**src/rtl/three_level_feedback_thread_scheduler_core_defines.svh**
```systemverilog
// Assertion macros for the thread scheduler core.
// Used by the top level; needs signals clock and reset in scope.
`ifndef THREE_LEVEL_FEEDBACK_THREAD_SCHEDULER_CORE_DEFINES_SVH
`define THREE_LEVEL_FEEDBACK_THREAD_SCHEDULER_CORE_DEFINES_SVH

// same-cycle implication
`define TLFS_ASSERT_NOW(lbl, ante, cons, msg) \
   lbl: assert property (@(posedge clock) disable iff (reset) (ante) |-> (cons)) \
      else $error(msg);

// next-cycle implication
`define TLFS_ASSERT_NEXT(lbl, ante, cons, msg) \
   lbl: assert property (@(posedge clock) disable iff (reset) (ante) |=> (cons)) \
      else $error(msg);

`endif

```
**src/rtl/tlfs_pkg.sv**
```systemverilog
// Shared types, codes and helpers for the thread scheduler core.
// No dependencies.
`timescale 1ns / 1ps
package tlfs_pkg;
   localparam int NSLOT  = 32;
   localparam int SLOT_W = 5;
   localparam int KEY_W  = 34;

   localparam logic [3:0] CMD_CREATE  = 4'd0;
   localparam logic [3:0] CMD_CANCEL  = 4'd1;
   localparam logic [3:0] CMD_WAITEV  = 4'd2;
   localparam logic [3:0] CMD_SETEV   = 4'd3;
   localparam logic [3:0] CMD_WAITT   = 4'd4;
   localparam logic [3:0] CMD_RECLAIM = 4'd5;
   localparam logic [3:0] CMD_TESTC   = 4'd6;
   localparam logic [3:0] CMD_TICK    = 4'd7;
   localparam logic [3:0] CMD_READ    = 4'd8;

   localparam logic [1:0] TS_READY = 2'd0;
   localparam logic [1:0] TS_RUN   = 2'd1;
   localparam logic [1:0] TS_WAIT  = 2'd2;
   localparam logic [1:0] TS_TERM  = 2'd3;
   localparam logic [2:0] TS_FREE  = 3'd4;

   localparam logic [1:0] RS_OK    = 2'd0;
   localparam logic [1:0] RS_FULL  = 2'd1;
   localparam logic [1:0] RS_NOMAT = 2'd2;
   localparam logic [1:0] RS_NORUN = 2'd3;

   localparam logic [1:0] CSR_QH = 2'd0;
   localparam logic [1:0] CSR_QM = 2'd1;
   localparam logic [1:0] CSR_QL = 2'd2;
   localparam logic [1:0] CSR_TS = 2'd3;

   typedef enum logic [2:0] {
      S_IDLE, S_SCAN, S_SEL, S_APPLY, S_DSCAN, S_DSEL, S_DAPPLY, S_RESP
   } state_type;

   typedef struct packed {
      logic [1:0]  base;
      logic [1:0]  lvl;
      logic [3:0]  qleft;
      logic        defer;
      logic        cpend;
      logic [7:0]  aev;
      logic        onev;
      logic [15:0] tleft;
      logic [31:0] rtot;
      logic [31:0] wtot;
      logic [31:0] stamp;
   } slot_type;

   typedef struct packed {
      logic              valid;
      logic [SLOT_W-1:0] idx;
   } pick_type;

   function automatic logic [3:0] quantum_of(input logic [1:0] lvl, input logic [3:0] qh,
                                            input logic [3:0] qm, input logic [3:0] ql);
      logic [3:0] q;
      case (lvl)
         2'd0:    q = qh;
         2'd1:    q = qm;
         default: q = ql;
      endcase
      return q;
   endfunction

   function automatic logic [31:0] sat_add(input logic [31:0] a, input logic [7:0] b);
      logic [32:0] t;
      t = {1'b0, a} + {25'd0, b};
      return t[32] ? 32'hFFFF_FFFF : t[31:0];
   endfunction
endpackage

```
**src/rtl/tlfs_pick.sv**
```systemverilog
// Shared compare unit: keeps the best candidate seen during a slot scan.
// Depends on tlfs_pkg.
`timescale 1ns / 1ps
module tlfs_pick (
   input  logic                         clock,
   input  logic                         reset,
   input  logic                         clear,
   input  logic                         cand_valid,
   input  logic [tlfs_pkg::SLOT_W-1:0]  cand_idx,
   input  logic [tlfs_pkg::KEY_W-1:0]   cand_key,
   output tlfs_pkg::pick_type           best
);
   tlfs_pkg::pick_type             best_ff, best_in;
   logic [tlfs_pkg::KEY_W-1:0]     key_ff, key_in;
   logic                           take;

   // strict less keeps the lowest index on ties
   assign take = cand_valid && (!best_ff.valid || cand_key < key_ff);

   always_comb begin
      best_in = best_ff;
      key_in  = key_ff;
      if (clear) begin
         best_in.valid = 1'b0;
      end else if (take) begin
         best_in.valid = 1'b1;
         best_in.idx   = cand_idx;
         key_in        = cand_key;
      end
   end

   always_ff @(posedge clock) begin
      best_ff.idx <= best_in.idx;
      key_ff      <= key_in;
      if (reset) begin
         best_ff.valid <= 1'b0;
      end else begin
         best_ff.valid <= best_in.valid;
      end
   end

   assign best = best_ff;
endmodule

```
**config.mk**
```make
export PLATFORM = sky130hd
export DESIGN_NAME = tlfs_pick
export DESIGN_NICKNAME = d
export VERILOG_FILES = /design/src/rtl/three_level_feedback_thread_scheduler_core_defines.svh /design/src/rtl/tlfs_pkg.sv /design/src/rtl/tlfs_pick.sv
export SDC_FILE = /design/constraint.sdc
export NUM_CORES = 1
export LEC_CHECK = 0
export BUFFER_PORTS_ARGS = -buffer_cell sky130_fd_sc_hd__buf_2
export CAP_MARGIN = 20
export CELL_PAD_IN_SITES_DETAIL_PLACEMENT = 0
export CELL_PAD_IN_SITES_GLOBAL_PLACEMENT = 1
export CORE_ASPECT_RATIO = 1.75
export CORE_UTILIZATION = 44
export CTS_BUF_LIST = sky130_fd_sc_hd__clkbuf_2
export DETAILED_ROUTE_END_ITERATION = 8
export GPL_ROUTABILITY_DRIVEN = 1
export PLACE_DENSITY = 0.84
export SLEW_MARGIN = 20
export SYNTH_ARGS = -nofsm -noshare
export SYNTH_HDL_FRONTEND = slang
export SYNTH_SLANG_ARGS = --single-unit
```
**constraint.sdc**
```tcl
create_clock -name clock -period 4.4 [get_ports clock]
set_input_delay 0.22 -clock clock [delete_from_list [all_inputs] [get_ports clock]]
set_output_delay 0.22 -clock clock [all_outputs]
set_load 0.03 [all_outputs]
```
==> out/metrics.cfg <==
[clock_network]
clk_path_buf_depth=2
tritoncts=done
htreeDepth=2
cts_hold_buf=28
cts_buffers=5
post_cts_buffers=0
cts_resized=0
clkLatencyLatePin_ps=390
clock_sinks=40
clkTransAtPathRegs_ps=190
cts-root-buf=clkbuf_2

[grt]
grt_max_degree=23
grt_pass1_vias=1561
antenna_found_initial=0
grt_overflow=0
grt_util_all_layers_pct=16.98
grt_pass1_wl_um=6120

[logic_synthesis]
yosys_register_bits=40
synth.net_count=235
synth_compound_area_share_pct=10.15
synthXorXnorAreaFrac_pct=0
netlist_area_um2=2058
yosys_warnings=0
yosys.area_share.simple_pct=5.532
synthAdderAreaFrac_pct=20.06
yosysSeqAreaShare_pct=57.87
synth_area_per_cell_um2=12.94
synth_top_family_by_area=adder cells
synth_cell_types=22
synth.mux.area_fraction_pct=0
syn_inst=159

[sta]
slew_headroom_pct=67.97
setup_viol=0
fin_setup_tns_ps=0
hold_viol=0
finClkSkew_ps=22.29
period_minus_slack_ps=2590
tightest_slew_ps=476.1
slew_violations=0
fmax_ghz=0.3861
fin_crit_sh_pct=58.86
rsz0062_at_grt=no

[worst_setup_path]
slowest_stage=dlygate4sd3_1
cp_max_fo=22
worstPathRequired_ps=4480
crit_buf_inv=3
cp_slowest_stage_delay_ps=530
endpoint_kind=flip-flop
cp_top_family=compound AO/OA/AOI/OAI gates
crit_type=in2reg
cp-start-kind=input port
worstPathArrival_ps=2670
crit_path_cell_trace=dlygate4sd3_1 -> buf_2 -> ha_1 -> a21oi_1 -> o21ai_0 -> a221o_1 -> o31a_1 -> a2111oi_4 -> buf_4

[routing]
first_iter_violations=23
drtAntennaViolNets=0
viasPerCell=4.903
firstDrtPassIters=4
avgRoutedWirePerCell_um=12.62
vias=1510
wirelength_um=3888
drcViolationCount=0

[place]
dp.cells=260
io_buffers=48
hpwl_um=2798
gp_congestion=0.7184

[die]
die_area_um2=4966
ioPinCount=49
core_um2=4444
die_y_um=92.48
start_util_pct=46.31
die_w_um=53.70
fp-row-count=32

[power]
ir_worst_vdd_uv=214.6
p_leak_nw=1.313
power_per_cell_area_nw_per_um2=256.0

[final_layout]
stdcell_count=308
syn_to_final_growth_pct=37.14
antenna_cells=0
drive_gt1_share_pct=23.35
fill_cells=360
fin_nets=333

[run_status]
status=finished clean

[flow_run]
cap_violations=0

[hold_path]
holdCritPathClass=in2reg

worst register-to-register path, delay by kind of cell (launching register included):
family,cells,cell delay (ps)
AOI/OAI and AO/OA,5,1110
buffers and inverters,2,420
DFF,1,400
adders and majority gates,1,240
cells in the final DEF, fill, tap and decap left out, types with 3 or more instances in the layout:
cell type / synthesis / layout
nand4_1: 6 / 6
nand2_1: 4 / 4
nor2_1: 3 / 3
nand3_1: 5 / 5
buf_2: 0 / 48
a21oi_1: 12 / 12
dlygate4sd3_1: 0 / 41
edfxtp_1: 39 / 39
o21ai_0: 5 / 5
clkbuf_2: 0 / 6
ha_1: 33 / 33
inv_1: 35 / 35
a21o_1: 4 / 4
per-stage QoR:
stage,hold WS (ps),cell area (um^2),util [%],setup slack (ps),power [mW]
after floorplan,296.8,2058,-,1139,0.5091
after global placement,380.4,2377,53.49,1944,0.5503
after detailed placement,385.8,2377,53.49,1933,0.5534
after CTS,0.08721,2693,60.59,1888,0.7207
after global routing,45.75,2823,63.51,1726,0.7624
final,78.21,2823,63.51,1810,0.7227
layout make-up:
type,instances,area [um^2],area share (%)
Sequential cell,40,1191,42.20
Inverter,35,131.4,4.654
Timing Repair Buffer,91,665.6,23.58
Multi-Input combinational cell,84,735.7,26.06
Clock inverter,1,5.005,0.1773
Clock buffer,6,30.03,1.064
Tap cell,51,63.81,2.261
final timing paths:
check                     from    endpoint  slack [ps]  cells after the start
setup / recovery  cand_key[25]  key_ff[22]        1810                      9
hold / removal      cand_valid     best[5]          80                      3
setup reg to reg    key_ff[23]  key_ff[22]        1940                      8
hold reg to reg        best[5]     best[5]         540                      2
registers in the layout, indices dropped and copies added, names as in the netlist:
signal / cells
best: 6
key_ff: 34
kinds of logic after synthesis:
family	Yosys count
adder cells (fa/ha/maj)	33
AND/OR/NAND/NOR	22
AO/OA/AOI/OAI	29
flip-flops	40
buffers and inverters	35
synth_stat cells (all sizes together):
library cell / number / area [um^2]
a221o: 1 / 10.01
a21oi: 13 / 68.82
nor3: 1 / 5.000
nand3: 5 / 25.02
nor2: 3 / 11.26
o31a: 1 / 8.760
a21o: 4 / 30.03
nand4: 6 / 37.54
nand2: 4 / 15.01
a2111oi: 3 / 51.30
nor4: 1 / 6.260
o211ai: 2 / 15.01
nor3b: 1 / 7.510
inv: 35 / 131.4
and3: 1 / 6.260
o21ai: 5 / 25.02
ha: 33 / 412.9
edfxtp: 39 / 1171
dfxtp: 1 / 20.02
routing by layer:
metal  track usage [%]  part of all wire [%]  up-vias
li1                  -                     -      773
met1             16.68                    40      688
met2             31.17                    54       42
met3             4.269                   4.3        7
met4             7.237                   1.6        0
met5                 0                     0        -
report_power, final:
group / leakage [nW] / total [mW] / switching, mW / internal, mW
clock: 0.0288 / 0.152 / 0.114 / 0.0379
combinational: 0.911 / 0.129 / 0.0608 / 0.0682
sequential: 0.373 / 0.442 / 0.00411 / 0.438
total: 1.31 / 0.723 / 0.179 / 0.544
No activity file was read; power rests on OpenSTA's default activity.
